<file path="config.mk">
export PLATFORM = sky130hd
export DESIGN_NAME = fit_policy_partition_allocator
export DESIGN_NICKNAME = d
export VERILOG_FILES = /design/src/fpa_pkg.sv /design/src/fpa_cell.sv /design/src/fit_policy_partition_allocator.sv
export SDC_FILE = /design/constraint.sdc
export NUM_CORES = 1
export LEC_CHECK = 0
export BUFFER_PORTS_ARGS = -buffer_cell sky130_fd_sc_hd__buf_4
export CAP_MARGIN = 15
export CORE_UTILIZATION = 32
export CTS_CLUSTER_DIAMETER = 120
export CTS_CLUSTER_SIZE = 10
export DETAILED_ROUTE_END_ITERATION = 16
export PLACE_DENSITY_LB_ADDON = 0.25
export SYNTH_ARGS = -nofsm -noshare
export SYNTH_HDL_FRONTEND = slang
export SYNTH_SLANG_ARGS = --single-unit
</file>
<file path="constraint.sdc">
create_clock -name clock -period 5.2 [get_ports clock]
set_input_delay 0.78 -clock clock [delete_from_list [all_inputs] [get_ports clock]]
set_output_delay 0.78 -clock clock [all_outputs]
set_load 0.005 [all_outputs]
</file>
<file path="src/fpa_pkg.sv">
// Shared types and codes for the fit-policy partition allocator.
// No dependencies; used by fpa_cell and fit_policy_partition_allocator.
`default_nettype none

package fpa_pkg;

   // request opcodes
   localparam logic OP_LOAD  = 1'b0;
   localparam logic OP_ALLOC = 1'b1;

   // fit policy codes (the unused code behaves as first fit)
   localparam logic [1:0] POLICY_FIRST = 2'd0;
   localparam logic [1:0] POLICY_BEST  = 2'd1;
   localparam logic [1:0] POLICY_WORST = 2'd2;

   // register indexes on the CSR port
   localparam logic REG_FIT_POLICY        = 1'b0;
   localparam logic REG_ACTIVE_PARTITIONS = 1'b1;

   // register reset values
   localparam logic [1:0] FIT_POLICY_RESET        = POLICY_FIRST;
   localparam logic [3:0] ACTIVE_PARTITIONS_RESET = 4'd8;

   // control broadcast to each cell
   typedef struct packed {
      logic [1:0] policy;    // fit policy in force
      logic       in_range;  // cell lies inside the scanned range
      logic       write;     // cell takes the write data this cycle
   } cell_ctl_type;

endpackage

`default_nettype wire

</file>
<file path="src/fpa_cell.sv">
// One partition cell: holds the free size of a partition and updates the
// candidate handed along the chain. Depends on fpa_pkg.
`default_nettype none

module fpa_cell #(
   parameter int SIZE_BITS  = 16,
   parameter int IDX_W      = 3,
   parameter int CELL_INDEX = 0
) (
   input  wire                      clock,
   input  wire                      reset,
   input  fpa_pkg::cell_ctl_type    ctl,
   input  wire  [SIZE_BITS-1:0]     req_size,
   input  wire  [SIZE_BITS-1:0]     wr_data,
   input  wire                      cand_in_found,
   input  wire  [IDX_W-1:0]         cand_in_idx,
   input  wire  [SIZE_BITS-1:0]     cand_in_size,
   output logic                     cand_out_found,
   output logic [IDX_W-1:0]         cand_out_idx,
   output logic [SIZE_BITS-1:0]     cand_out_size
);

   logic [SIZE_BITS-1:0] free_ff;
   logic [SIZE_BITS-1:0] free_in;
   logic                 found_ff;
   logic                 found_in;
   logic [IDX_W-1:0]     idx_ff;
   logic [IDX_W-1:0]     idx_in;
   logic [SIZE_BITS-1:0] size_ff;
   logic [SIZE_BITS-1:0] size_in;
   logic                 fits;
   logic                 take;

   // free size store
   assign free_in = ctl.write ? wr_data : free_ff;

   always_ff @(posedge clock) begin
      if (reset) begin
         free_ff <= '0;
      end else begin
         free_ff <= free_in;
      end
   end

   // does this cell replace the incoming candidate
   assign fits = ctl.in_range && (free_ff >= req_size);

   always_comb begin
      take = 1'b0;
      if (fits) begin
         if (!cand_in_found) begin
            take = 1'b1;
         end else begin
            unique case (ctl.policy)
               fpa_pkg::POLICY_BEST:  take = (free_ff < cand_in_size);
               fpa_pkg::POLICY_WORST: take = (free_ff > cand_in_size);
               default:               take = 1'b0;
            endcase
         end
      end
   end

   assign found_in = cand_in_found | take;
   assign idx_in   = take ? IDX_W'(CELL_INDEX) : cand_in_idx;
   assign size_in  = take ? free_ff : cand_in_size;

   // candidate handed to the next cell
   always_ff @(posedge clock) begin
      if (reset) begin
         found_ff <= 1'b0;
      end else begin
         found_ff <= found_in;
      end
   end

   always_ff @(posedge clock) begin
      idx_ff  <= idx_in;
      size_ff <= size_in;
   end

   assign cand_out_found = found_ff;
   assign cand_out_idx   = idx_ff;
   assign cand_out_size  = size_ff;

endmodule

`default_nettype wire

</file>
<file path="src/fit_policy_partition_allocator.sv">
// Top level of the fit-policy partition allocator: CSR port, control
// sequencer, row of fpa_cell instances. Depends on fpa_pkg and fpa_cell.
//
// Usage:
//  - req_* carries one request: a load (opcode 0) writes the free size of
//    partition req_partition_index; an allocate (opcode 1) asks for
//    req_size_value units from a partition chosen by the fit policy.
//  - rsp_* returns one response per request: grant flag, partition index
//    and the free size left in that partition (index and size 0 if refused).
//  - csr_*: register 0 (byte 0) fit policy, register 1 (byte 4) number of
//    partitions scanned. Write only while no request is in flight.
//  - Each partition lives in a cell; an allocate sends a candidate down the
//    row one cell per cycle during the scan, then commits the update and
//    loads the response register in the finish state. A load goes straight
//    to the finish state. A new request is accepted the cycle after a
//    response is loaded, so no request is taken while another is still
//    being scanned or committed.
//  - Reset: all partitions have free size 0, first fit, 8 partitions active.
//  - If rsp_ready is low, the response is held; a following request can be
//    accepted and scanned, and waits to commit until the response is taken.
`default_nettype none

module fit_policy_partition_allocator #(
   parameter int NUM_PARTITIONS = 8,
   parameter int SIZE_BITS      = 16
) (
   input  wire         clock,
   input  wire         reset,
   // request channel
   input  wire         req_valid,
   output logic        req_ready,
   input  wire         req_opcode,
   input  wire  [2:0]  req_partition_index,
   input  wire  [15:0] req_size_value,
   // response channel
   output logic        rsp_valid,
   input  wire         rsp_ready,
   output logic        rsp_granted,
   output logic [2:0]  rsp_chosen_index,
   output logic [15:0] rsp_remaining_size,
   // CSR port
   input  wire         csr_psel,
   input  wire         csr_penable,
   input  wire         csr_pwrite,
   input  wire  [2:0]  csr_paddr,
   input  wire  [31:0] csr_pwdata,
   output logic [31:0] csr_prdata,
   output logic        csr_pready
);

   localparam int IDX_W = (NUM_PARTITIONS > 1) ? $clog2(NUM_PARTITIONS) : 1;
   localparam int CNT_W = IDX_W;

   localparam logic [1:0] ST_IDLE   = 2'd0;
   localparam logic [1:0] ST_SCAN   = 2'd1;
   localparam logic [1:0] ST_FINISH = 2'd2;

   // ------------------------------------------------------------------
   // CSR registers
   logic [1:0] policy_ff;
   logic [1:0] policy_in;
   logic [3:0] active_ff;
   logic [3:0] active_in;
   logic       csr_wr;
   logic       csr_reg;

   assign csr_pready = 1'b1;
   assign csr_wr     = csr_psel && csr_penable && csr_pwrite;
   assign csr_reg    = csr_paddr[2];

   assign policy_in = (csr_wr && csr_reg == fpa_pkg::REG_FIT_POLICY) ?
                      csr_pwdata[1:0] : policy_ff;
   assign active_in = (csr_wr && csr_reg == fpa_pkg::REG_ACTIVE_PARTITIONS) ?
                      csr_pwdata[3:0] : active_ff;

   always_ff @(posedge clock) begin
      if (reset) begin
         policy_ff <= fpa_pkg::FIT_POLICY_RESET;
         active_ff <= fpa_pkg::ACTIVE_PARTITIONS_RESET;
      end else begin
         policy_ff <= policy_in;
         active_ff <= active_in;
      end
   end

   always_comb begin
      unique case (csr_reg)
         fpa_pkg::REG_FIT_POLICY:        csr_prdata = {30'd0, policy_ff};
         fpa_pkg::REG_ACTIVE_PARTITIONS: csr_prdata = {28'd0, active_ff};
      endcase
   end

   // ------------------------------------------------------------------
   // request capture and sequencer
   logic [1:0]           state_ff;
   logic [1:0]           state_in;
   logic [CNT_W-1:0]     cnt_ff;
   logic [CNT_W-1:0]     cnt_in;
   logic                 op_ff;
   logic [2:0]           pidx_ff;
   logic [SIZE_BITS-1:0] req_size_ff;
   logic [31:0]          size_wide;
   logic                 req_fire;
   logic                 commit;

   assign req_ready = (state_ff == ST_IDLE);
   assign req_fire  = req_valid && req_ready;
   assign commit    = (state_ff == ST_FINISH) && (!rsp_valid || rsp_ready);
   assign size_wide = 32'(req_size_value);

   always_comb begin
      state_in = state_ff;
      cnt_in   = cnt_ff;
      unique case (state_ff)
         ST_IDLE: begin
            if (req_fire) begin
               state_in = (req_opcode == fpa_pkg::OP_LOAD) ? ST_FINISH : ST_SCAN;
            end
            cnt_in = '0;
         end
         ST_SCAN: begin
            if (cnt_ff == CNT_W'(NUM_PARTITIONS - 1)) begin
               state_in = ST_FINISH;
               cnt_in   = '0;
            end else begin
               cnt_in = cnt_ff + 1'b1;
            end
         end
         ST_FINISH: begin
            if (commit) begin
               state_in = ST_IDLE;
            end
         end
         default: begin
            state_in = ST_IDLE;
            cnt_in   = '0;
         end
      endcase
   end

   always_ff @(posedge clock) begin
      if (reset) begin
         state_ff <= ST_IDLE;
         cnt_ff   <= '0;
      end else begin
         state_ff <= state_in;
         cnt_ff   <= cnt_in;
      end
   end

   always_ff @(posedge clock) begin
      if (req_fire) begin
         op_ff       <= req_opcode;
         pidx_ff     <= req_partition_index;
         req_size_ff <= size_wide[SIZE_BITS-1:0];
      end
   end

   // ------------------------------------------------------------------
   // row of partition cells
   logic                 cand_found [NUM_PARTITIONS];
   logic [IDX_W-1:0]     cand_idx   [NUM_PARTITIONS];
   logic [SIZE_BITS-1:0] cand_size  [NUM_PARTITIONS];
   logic [NUM_PARTITIONS-1:0] wr_sel;
   logic [SIZE_BITS-1:0] wr_data;
   logic                 load_ok;
   logic                 last_found;
   logic [IDX_W-1:0]     last_idx;
   logic [SIZE_BITS-1:0] last_size;

   assign last_found = cand_found[NUM_PARTITIONS-1];
   assign last_idx   = cand_idx[NUM_PARTITIONS-1];
   assign last_size  = cand_size[NUM_PARTITIONS-1];
   assign load_ok    = 32'(pidx_ff) < 32'(NUM_PARTITIONS);
   assign wr_data    = (op_ff == fpa_pkg::OP_LOAD) ? req_size_ff
                                                   : (last_size - req_size_ff);

   genvar j;
   generate
      for (j = 0; j < NUM_PARTITIONS; j++) begin : g_cell
         fpa_pkg::cell_ctl_type ctl;
         logic                  prev_found;
         logic [IDX_W-1:0]      prev_idx;
         logic [SIZE_BITS-1:0]  prev_size;

         // pick this cell for the commit write
         assign wr_sel[j] = commit &&
            ((op_ff == fpa_pkg::OP_LOAD) ? (load_ok && 32'(pidx_ff) == 32'(j))
                                         : (last_found && last_idx == IDX_W'(j)));

         assign ctl.policy   = policy_ff;
         assign ctl.in_range = {28'd0, active_ff} > 32'(j);
         assign ctl.write    = wr_sel[j];

         if (j == 0) begin : g_head
            assign prev_found = 1'b0;
            assign prev_idx   = '0;
            assign prev_size  = '0;
         end else begin : g_link
            assign prev_found = cand_found[j-1];
            assign prev_idx   = cand_idx[j-1];
            assign prev_size  = cand_size[j-1];
         end

         fpa_cell #(
            .SIZE_BITS  (SIZE_BITS),
            .IDX_W      (IDX_W),
            .CELL_INDEX (j)
         ) u_cell (
            .clock          (clock),
            .reset          (reset),
            .ctl            (ctl),
            .req_size       (req_size_ff),
            .wr_data        (wr_data),
            .cand_in_found  (prev_found),
            .cand_in_idx    (prev_idx),
            .cand_in_size   (prev_size),
            .cand_out_found (cand_found[j]),
            .cand_out_idx   (cand_idx[j]),
            .cand_out_size  (cand_size[j])
         );
      end
   endgenerate

   // ------------------------------------------------------------------
   // response register
   logic        rsp_valid_ff;
   logic        rsp_valid_in;
   logic        granted;
   logic [31:0] pick_wide;
   logic [31:0] rem_wide;

   assign granted   = (op_ff == fpa_pkg::OP_LOAD) ? load_ok : last_found;
   assign pick_wide = (op_ff == fpa_pkg::OP_LOAD) ? 32'(pidx_ff) : 32'(last_idx);
   assign rem_wide  = 32'(wr_data);

   assign rsp_valid_in = commit ? 1'b1 : (rsp_valid_ff && !rsp_ready);

   always_ff @(posedge clock) begin
      if (reset) begin
         rsp_valid_ff <= 1'b0;
      end else begin
         rsp_valid_ff <= rsp_valid_in;
      end
   end

   always_ff @(posedge clock) begin
      if (commit) begin
         rsp_granted        <= granted;
         rsp_chosen_index   <= granted ? pick_wide[2:0] : 3'd0;
         rsp_remaining_size <= granted ? rem_wide[15:0] : 16'd0;
      end
   end

   assign rsp_valid = rsp_valid_ff;

`ifndef ASSERT_OFF
   // a committed allocate never takes more than the partition holds
   a_fit_ok: assert property (@(posedge clock) disable iff (reset)
      (commit && op_ff == fpa_pkg::OP_ALLOC && last_found) |->
         (last_size >= req_size_ff))
      else $error("chosen partition smaller than the request");

   // at most one cell is written per commit
   a_one_write: assert property (@(posedge clock) disable iff (reset)
      $onehot0(wr_sel))
      else $error("more than one partition written");

   // writes only happen in the commit cycle
   a_write_commit: assert property (@(posedge clock) disable iff (reset)
      (wr_sel != '0) |-> (state_ff == ST_FINISH))
      else $error("partition written outside commit");

   // refused responses carry zero index and size
   a_refused_zero: assert property (@(posedge clock) disable iff (reset)
      (rsp_valid_ff && !rsp_granted) |->
         (rsp_chosen_index == 3'd0 && rsp_remaining_size == 16'd0))
      else $error("refused response with nonzero fields");

   // scan counter is idle outside the scan
   a_cnt_idle: assert property (@(posedge clock) disable iff (reset)
      (state_ff != ST_SCAN) |-> (cnt_ff == '0))
      else $error("scan counter running outside scan");
`endif

endmodule

`default_nettype wire

</file>
==> impl_metrics.env, run 1 <==
export IMPL_status="finished, final reports clean"
export IMPL_antenna_found_initial=2
export IMPL_layout_drive_gt1_share_pct=13.8
export IMPL_synthCells=1910
export IMPL_irDropWorstVdd_v=0.000189
export IMPL_worst_pin_slew_ps=1310
export IMPL_p_int_mw=4.21
export IMPL_syn_area_um2=18300
export IMPL_drc=0
export IMPL_hold_start="g_cell[6].u_cell.cand_out_idx[1]"
export IMPL_crit_arrival_ps=3890
export IMPL_ys_warnings_count=0
export IMPL_p_seq_share_pct=47.4
export IMPL_synthArstFlopShare_pct=0
export IMPL_ys_types=67
export IMPL_grt_pass1_wl_um=83500
export IMPL_start_kind="flip-flop"
export IMPL_cts_resized=0
export IMPL_switchingPower_mw=1.42
export IMPL_p_per_area_nw_per_um2=273
export IMPL_ff_latch_area_um2=7070
export IMPL_postLayoutCellArea_um2=20600
export IMPL_ctsHoldBuffers=0
export IMPL_cts_sinks=333
export IMPL_leakagePower_nw=8.66
export IMPL_period_share_pct=70.4
export IMPL_nets=2286
export IMPL_gp_congestion=0.872
export IMPL_drt_iter0_drc=888
export IMPL_slew_headroom_pct=12.8
export IMPL_timing_hold_ws_ps=411
export IMPL_synth_area_per_cell_um2=9.57
export IMPL_multi_input_area_um2=10300
export IMPL_htreeDepth=2
export IMPL_clk_root_buffer_cell="clkbuf_16"
export IMPL_fill_cells=5708
export IMPL_routed_wl_um=55500
export IMPL_setup_viol=0
export IMPL_power_mw=5.63
export IMPL_yosys_area_top_type="dfxtp_1"
export IMPL_holdCritPathClass="reg -> reg"
export IMPL_grtUsageTotal_pct=19.3
export IMPL_grt_setup_unrepaired="false"
export IMPL_start_util_pct=32.4
export IMPL_clock_latency_ps=530
export IMPL_post_cts_buffers=0
export IMPL_fin_crit_ps=3660
export IMPL_required_ps=5430
export IMPL_end_kind="flip-flop"
export IMPL_dp_hpwl_um=39400
export IMPL_drt_first_pass_iters=5
export IMPL_first_global_vias=13649
export IMPL_vias_per_cell=5.16
export IMPL_rr_startpoint="req_size_ff[0]"
export IMPL_synth_area_top_cells="dfxtp_1, ha_1, edfxtp_1"
export IMPL_design_core_area_um2=56400
export IMPL_top_level_ports=117
export IMPL_final_setup_skew_ps=14.0
export IMPL_drv_cap=0
export IMPL_cp_max_fo=9
export IMPL_gr_total_overflow=0
export IMPL_placed_cell_area_um2=19500
export IMPL_die_area_um2=58100
export IMPL_diodes=0
export IMPL_die_y_um=241
export IMPL_finalMaxSlewViolations=0
export IMPL_setup_tns_ps=0
export IMPL_path_class="reg -> reg"
export IMPL_vias=14079
export IMPL_ys_flop_type="dfxtp_1"
export IMPL_clkTransAtPathRegs_ps=60
export IMPL_rows=87
export IMPL_die_w_um=241
export IMPL_cts_max_path_buffers=3
export IMPL_cts_buffers=39
export IMPL_hold_viol_final=0
export IMPL_ant_nets=0
export IMPL_p_clk_share_pct=43.1
export IMPL_synth_edff_count=40
export IMPL_grt_max_degree=77
export IMPL_worstSetupStartpoint="req_size_ff[0]"
export IMPL_yosysSeqAreaShare_pct=38.7
export IMPL_switching_share_pct=25.3
export IMPL_wl_per_cell_um=20.3
export IMPL_combPwrFrac_pct=9.5
export IMPL_area_growth_pct=12.8
export IMPL_max_freq_ghz=0.273
export IMPL_ys_ff_latch=333
export IMPL_cts_tree="yes"
export IMPL_synth_top_area_share_pct=32.1
export IMPL_portBuffers=57
==> power groups by stage <==
stage | Sequential, mW | Combinational [mW] | Clock (mW)
2_1_floorplan | 2.71 | 0.295 | 0
3_3_place_gp | 2.72 | 0.520 | 0
3_5_place_dp | 2.72 | 0.529 | 0
4_1_cts | 2.67 | 0.531 | 2.50
5_1_grt | 2.67 | 0.578 | 2.60
6_report | 2.67 | 0.533 | 2.43
==> final timing paths <==
kind,cells after the start,slack (ps),to
worst min register to register,1,410,g_cell[7].u_cell.cand_out_idx[1]
worst max register to register,9,1540,rsp_remaining_size[8]
worst max-delay path,9,1540,rsp_remaining_size[8]
worst min-delay path,1,410,g_cell[7].u_cell.cand_out_idx[1]
==> critical path, cell delays in order, from the launching register on <==
cell	delay [ps]
edfxtp_1	770
ha_1	410
fa_1	400
nor2b_1	150
o21ai_1	80
a21oi_1	230
nor2_1	140
nand4_1	120
o311a_1	960
nor2_1	80
==> sequential cells by signal, summed over array words and instances, names as in the netlist, 4 cells and up <==
name	cells
active_ff	4
g_cell.u_cell.cand_out_size	128
g_cell.u_cell.free_ff	128
req_size_ff	16
rsp_remaining_size	16
g_cell.u_cell.cand_out_found	8
g_cell.u_cell.cand_out_idx	17
==> synthesized netlist by cell type, drive strengths merged, types with 4 or more instances <==
cell,instances
nand2,113
ha,259
mux2i,23
clkbuf,50
and4,19
a31oi,12
nand2b,15
o211ai,30
a311oi,9
a21oi,114
nand4,30
edfxtp,40
or2,10
nand3b,8
nand3,26
a21o,50
o21a,13
o31ai,6
a211oi,99
nor3,17
inv,148
nor2b,24
nor4,4
buf,56
or3,4
nor2,169
o21ai,84
and2,15
mux2,113
a221oi,7
o32ai,4
dfxtp,293
xnor2,6
==> layout by cell type, fill, tap and decap left out, drive strengths merged, types with 6 or more instances in the layout <==
master  synthesis  routed
nor3           17      17
mux2i          23      23
nand2         113     113
a311oi          9       9
nor2          169     169
a21oi         114     114
xnor2           6       6
clkbuf         50      48
nand4          30      30
edfxtp         40      40
a21o           50      50
a221oi          7       7
o211ai         30      30
mux2          113     113
buf            56      92
inv           148     149
nand3          26      26
ha            259     259
nand3b          8       8
or2            10      10
and4           19      19
conb            2      29
nand2b         15      15
dfxtp         293     293
o31ai           6       6
a211oi         99      99
o21a           13      13
o21ai          84      84
a31oi          12      12
nor2b          24      24
and2           15      15
==> routing by layer <==
layer	vias up	wire length [µm]	track usage, %
met5	-	0	0
met4	0	1490	5.62
met3	78	2710	2.80
met2	324	24900	31.0
met1	6741	26400	26.8
li1	6936	-	-
==> through the flow <==
step | worst slack (ps) | utilization [%] | instances
after global routing | 1350 | 36.6 | 2728
after floorplan | 2250 | - | 1937
after global placement | 1620 | 34.6 | 2677
after detailed placement | 1580 | 34.6 | 2677
final | 1540 | 36.6 | 2728
after CTS | 1570 | 36.5 | 2726
==> kinds of logic (layout without fill, tap and decap cells) <==
logic type	Yosys count	count (layout)	synth area share, %
xor gates and xnor gates	8	8	0.383
other	2	29	0.0411
AOI/OAI and AO/OA	454	454	16.5
DFF	333	333	38.7
and+or+nand+nor	463	463	12.1
buffers and inverters	254	289	6.00
muxes	136	136	8.43
adders and majority gates	260	260	17.8
==> cell type report <==
cell class | instances | share of cell area [%]
Inverter | 148 | 2.69
Clock buffer | 48 | 5.10
Sequential cell | 333 | 34.3
Clock inverter | 1 | 0.0425
Timing Repair Buffer | 92 | 3.54
Multi-Input combinational cell | 1350 | 49.7
Tap cell | 756 | 4.59
Power figures use the tool's default switching activity.
==> inputs of run 2 (changes only) <==
Clock period 5.2 ns to 3.7 ns, I/O delays scaled along.
==> run 2 against run 1 <==
Net effect: global-route usage down 0.27 points; non-clock buffer count up 24; critical path type unchanged; sequential power up 41%; critical endpoint is now g_cell[2].u_cell.cand_out_size[3]; die area unchanged; clock power up 39%; first-iteration DRC count up 5.5%; largest power group unchanged.
==> impl_metrics.env, run 2 (same netlist as run 1, synthesis figures left out) <==
export IMPL_path_cells="inv_1, ha_1, o211ai_1, and2_1, o31ai_1, nand2_1, nor4bb_4, mux2_2"
export IMPL_die_area_um2=58100
export IMPL_top_level_ports=117
export IMPL_dp_hpwl_um=41400
export IMPL_start_kind="flip-flop"
export IMPL_htreeDepth=2
export IMPL_grt_pass1_wl_um=83500
export IMPL_placed_cell_area_um2=19700
export IMPL_rr_worst_depth=8
export IMPL_drt_iter0_drc=937
export IMPL_layout_drive_gt1_share_pct=14.8
export IMPL_postLayoutCellArea_um2=20700
export IMPL_rr_startpoint="req_size_ff[7]"
export IMPL_portBuffers=57
export IMPL_finalMaxSlewViolations=0
export IMPL_cp_num_buf_inv=1
export IMPL_status="finished, final reports clean"
export IMPL_layout_common_cells="dfxtp_1, ha_1, nor2_1"
export IMPL_gr_total_overflow=0
export IMPL_reg2reg_to="g_cell[2].u_cell.cand_out_size[3]"
export IMPL_holdCritPathClass="in -> reg"
export IMPL_cpMaxStageDelayCell="nor4bb_4"
export IMPL_layout_commonest_cell="dfxtp_1"
export IMPL_fin_crit_ps=3410
export IMPL_critPathTopFamily="simple AND/OR/NAND/NOR gates"
export IMPL_r2r_slack_ps=290
export IMPL_die_w_um=241
export IMPL_vias_per_cell=5.17
export IMPL_worstSetupStartpoint="req_size_ff[7]"
export IMPL_area_growth_pct=13.5
export IMPL_slew_headroom_pct=22.3
export IMPL_cp_max_fo=18
export IMPL_vias=14236
export IMPL_drc=0
export IMPL_antenna_found_initial=2
export IMPL_wl_per_cell_um=19.8
export IMPL_gp_congestion=0.863
export IMPL_irDropWorstVdd_v=0.000347
export IMPL_p_per_area_nw_per_um2=380
export IMPL_worst_pin_slew_ps=1170
export IMPL_hold_viol_final=0
export IMPL_grt_setup_unrepaired="false"
export IMPL_routed_wl_um=54500
export IMPL_ctsHoldBuffers=0
export IMPL_fill_cells=5746
export IMPL_cts_tree="yes"
export IMPL_worstSetupPathDepth=8
export IMPL_crit_arrival_ps=3830
export IMPL_nets=2310
export IMPL_cts_resized=0
export IMPL_grtUsageTotal_pct=19.1
export IMPL_setup_tns_ps=0
export IMPL_clk_root_buffer_cell="clkbuf_16"
export IMPL_period_share_pct=92.0
export IMPL_required_ps=4120
export IMPL_first_global_vias=14012
export IMPL_clkTransAtPathRegs_ps=60
export IMPL_design_core_area_um2=56400
export IMPL_drt_first_pass_iters=5
export IMPL_cts_max_path_buffers=3
export IMPL_timing_hold_ws_ps=185
export IMPL_end_kind="flip-flop"
export IMPL_post_cts_buffers=0
export IMPL_cts_buffers=39
export IMPL_clock_latency_ps=550
export IMPL_critPathMaxStageDelay_ps=990
export IMPL_path_class="reg -> reg"
export IMPL_cts_sinks=333
export IMPL_die_y_um=241
export IMPL_setup_viol=0
export IMPL_start_util_pct=32.4
export IMPL_rows=87
export IMPL_leakagePower_nw=8.76
export IMPL_drv_cap=0
export IMPL_worstSetupEndpoint="g_cell[2].u_cell.cand_out_size[3]"
export IMPL_ant_nets=0
export IMPL_max_freq_ghz=0.294
export IMPL_final_setup_skew_ps=20.5
export IMPL_grt_max_degree=61
[run 2: cell count changes in the layout (fill, tap and decap cells not counted), sizes merged]
cell	before	now
buf	92	116
inv	149	152
diode	0	1
[run 2: final cells by class]
| type | count | area (µm²) | area share [%] |
|---|---|---|---|
| multi-input cells | 1350 | 10200 | 49.4 |
| inverters | 148 | 556 | 2.68 |
| diodes | 1 | 2.50 | 0.0121 |
| repair buffers | 116 | 883 | 4.26 |
| well taps | 756 | 946 | 4.56 |
| clock buffers | 48 | 1010 | 4.87 |
| flip-flops and latches | 333 | 7070 | 34.1 |
| clock inverters | 4 | 35.0 | 0.169 |
[run 2: worst min path at each step]
stage | startpoint | to | slack, ps | depth (start not counted)
after detailed placement | g_cell[4].u_cell.cand_out_idx[0] | g_cell[5].u_cell.cand_out_idx[0] | 400 | 1
after CTS | req_partition_index[2] | pidx_ff[2] | 160 | 1
after global routing | req_partition_index[1] | pidx_ff[1] | 170 | 1
after global placement | g_cell[4].u_cell.cand_out_idx[2] | g_cell[5].u_cell.cand_out_idx[2] | 400 | 1
after floorplan | g_cell[2].u_cell.cand_out_idx[0] | g_cell[3].u_cell.cand_out_idx[0] | 390 | 1
final | req_partition_index[2] | pidx_ff[2] | 190 | 1
[run 2: metal layers]
metal,GRT usage (%),wire (µm),up-vias
met5,0,0,-
met4,6.98,1810,0
met3,2.57,2240,97
met2,30.4,24300,333
met1,26.2,26200,6829
li1,-,-,6977
[run 2: through the flow]
step | setup WS, ps | util [%] | power, mW | cells
finish | 295 | 36.8 | 7.89 | 2756
global route | 119 | 36.8 | 8.19 | 2755
CTS | 264 | 36.8 | 7.97 | 2755
detailed placement | 292 | 34.9 | 4.57 | 2703
global placement | 320 | 34.9 | 4.56 | 2703
floorplan | 958 | - | 4.22 | 1937
[run 2: worst register-to-register path, delay by kind of cell, from the launching register on]
kind / cells / cell delay (ps)
AND/OR/NAND/NOR: 3 / 1290
buffers and inverters: 1 / 510
multiplexers: 1 / 430
AO/OA/AOI/OAI: 2 / 410
flip-flops: 1 / 360
adder cells (fa/ha/maj): 1 / 280
[run 2: report_power, final]
group | switching [mW] | internal, mW
Combinational | 0.502 | 0.248
Clock | 1.48 | 1.91
Sequential | 0.0456 | 3.71
==> inputs of run 3 (changes only) <==
Settings changed: ABC_CLOCK_PERIOD_IN_PS from default to 3410, CORE_ASPECT_RATIO from default to 0.75.
Clock period 3.7 ns to 3.41 ns, I/O delays scaled along.
==> run 3 against run 2 <==
Net effect: worst hold slack worse by 57 ps; highest routed layer is now met5; clock skew is 14 ps higher; flip-flop and latch count stayed put; routed wire length is 10% higher; clock power is 12% higher; critical path type unchanged; sequential share of layout area is 0.82 points lower; first-iteration DRC count is 34% higher; critical path depth is 4 higher; global-route usage is 1.4 points higher; design area is 2.5% higher; combinational power is 24% higher.
==> impl_metrics.env, run 3 (same netlist as run 1, synthesis figures left out) <==
export IMPL_status="finished, final reports clean"
export IMPL_antenna_found_initial=2
export IMPL_power_mw=8.76
export IMPL_crit_arrival_ps=3680
export IMPL_ctsHoldBuffers=0
export IMPL_grtUsageTotal_pct=20.5
export IMPL_drt_iter0_drc=1251
export IMPL_fin_crit_ps=3230
export IMPL_holdCritPathClass="in -> reg"
export IMPL_multi_input_area_um2=10200
export IMPL_p_per_area_nw_per_um2=412
export IMPL_required_ps=3850
export IMPL_dp_hpwl_um=45400
export IMPL_first_global_vias=13976
export IMPL_vias=14544
export IMPL_ff_latch_area_um2=7070
export IMPL_hold_start="req_size_value[7]"
export IMPL_worstHoldPathCells=1
export IMPL_final_setup_skew_ps=34.8
export IMPL_irDropWorstVdd_v=0.000326
export IMPL_routed_wl_um=60000
export IMPL_worst_pin_slew_ps=1000
export IMPL_gr_total_overflow=0
export IMPL_vias_per_cell=5.25
export IMPL_layout_drive_gt1_share_pct=16.6
export IMPL_grt_setup_unrepaired="false"
export IMPL_clock_latency_ps=560
export IMPL_min_to="req_size_ff[7]"
export IMPL_start_util_pct=32.6
export IMPL_layout_commonest_cell="dfxtp_1"
export IMPL_ant_nets=0
export IMPL_finalMaxSlewViolations=0
export IMPL_leakagePower_nw=9.05
export IMPL_drc=0
export IMPL_wl_per_cell_um=21.6
export IMPL_max_freq_ghz=0.309
export IMPL_setup_viol=0
export IMPL_rr_startpoint="req_size_ff[8]"
export IMPL_diodes=0
export IMPL_portBuffers=57
export IMPL_cp_max_fo=10
export IMPL_drv_cap=0
export IMPL_grt_max_degree=64
export IMPL_hold_viol_final=0
export IMPL_cts_tree="yes"
export IMPL_path_class="reg -> reg"
export IMPL_rows=75
export IMPL_post_cts_buffers=0
export IMPL_cts_max_path_buffers=3
export IMPL_period_share_pct=94.8
export IMPL_area_growth_pct=16.3
export IMPL_htreeDepth=2
export IMPL_cts_buffers=39
export IMPL_grt_pass1_wl_um=88500
export IMPL_fill_cells=5604
export IMPL_rr_worst_depth=12
export IMPL_layout_common_cells="dfxtp_1, ha_1, nor2_1"
export IMPL_end_kind="flip-flop"
export IMPL_reg2reg_to="g_cell[3].u_cell.free_ff[15]"
export IMPL_die_w_um=278
export IMPL_fin_util_pct=37.9
export IMPL_drt_first_pass_iters=9
export IMPL_cts_sinks=333
export IMPL_die_y_um=209
export IMPL_cts_resized=0
export IMPL_nets=2353
export IMPL_gp_congestion=0.871
export IMPL_slew_headroom_pct=32.8
export IMPL_start_kind="flip-flop"
export IMPL_design_core_area_um2=56100
export IMPL_clkTransAtPathRegs_ps=60
export IMPL_clk_root_buffer_cell="clkbuf_16"
export IMPL_die_area_um2=58100
export IMPL_r2r_slack_ps=180
export IMPL_top_level_ports=117
run 3: cell types whose count changed in the layout (fill, tap and decap cells not counted), sizes merged:
| cell | delta |
|---|---|
| inv | -2 |
| buf | +43 |
| clkinv | +1 |
| diode | -1 |
run 3: stage by stage:
| stage | setup slack, ps | cell area [µm²] | cells | hold WS, ps | setup TNS, ps |
|---|---|---|---|---|---|
| 5_1_grt | 17.2 | 21300 | 2772 | 100 | 0 |
| 6_report | 177 | 21300 | 2772 | 129 | 0 |
| 4_1_cts | 201 | 21300 | 2772 | 98.3 | 0 |
| 3_5_place_dp | 238 | 20200 | 2721 | 400 | 0 |
| 2_1_floorplan | 668 | 18400 | 1937 | 393 | 0 |
| 3_3_place_gp | -121 | 20200 | 2719 | 397 | -478 |
run 3: final cells by class:
cell class                 instances  area share [%]
clock buffer                      48            4.85
sequential                       333            33.2
timing repair buffer             159            6.63
inverter                         148            2.61
tap                              731            4.30
clock inverter                     3           0.159
multi-input combinational       1350            48.2
run 3: critical path, stage by stage, from the launching register on:
cell and delay [ps]:
edfxtp_1 390, inv_1 210, buf_4 230, ha_1 350
a21oi_1 220, o21ai_1 120, a221oi_1 370, nor2b_1 170
a211oi_1 110, buf_4 170, or3_1 340, buf_4 180
a311oi_1 280
run 3: layer usage:
metal	routed length (µm)	vias up	global-route usage (%)
met5	27	-	0
met4	1400	4	5.07
met2	24600	376	29.8
met1	29000	7020	29.1
li1	-	7051	-
met3	4940	93	6.19
run 3: worst max-delay path by stage:
stage	from	to	slack (ps)	cells past startpoint
3_5_place_dp	req_size_ff[8]	g_cell[0].u_cell.free_ff[15]	240	12
5_1_grt	req_size_ff[8]	g_cell[3].u_cell.free_ff[15]	20	12
4_1_cts	req_size_ff[8]	g_cell[3].u_cell.free_ff[15]	200	12
3_3_place_gp	req_size_ff[9]	g_cell[1].u_cell.cand_out_size[0]	-120	10
6_report	req_size_ff[8]	g_cell[3].u_cell.free_ff[15]	180	12
2_1_floorplan	state_ff[1]	g_cell[6].u_cell.free_ff[4]	670	8
run 3: where the power goes:
| part | total, mW | internal, mW | leakage [nW] | switching (mW) |
|---|---|---|---|---|
| sequential | 4.07 | 4.02 | 2.74 | 0.0424 |
| clock | 3.77 | 2.11 | 0.518 | 1.66 |
| combinational | 0.929 | 0.326 | 5.79 | 0.603 |
| total | 8.76 | 6.46 | 9.05 | 2.31 |
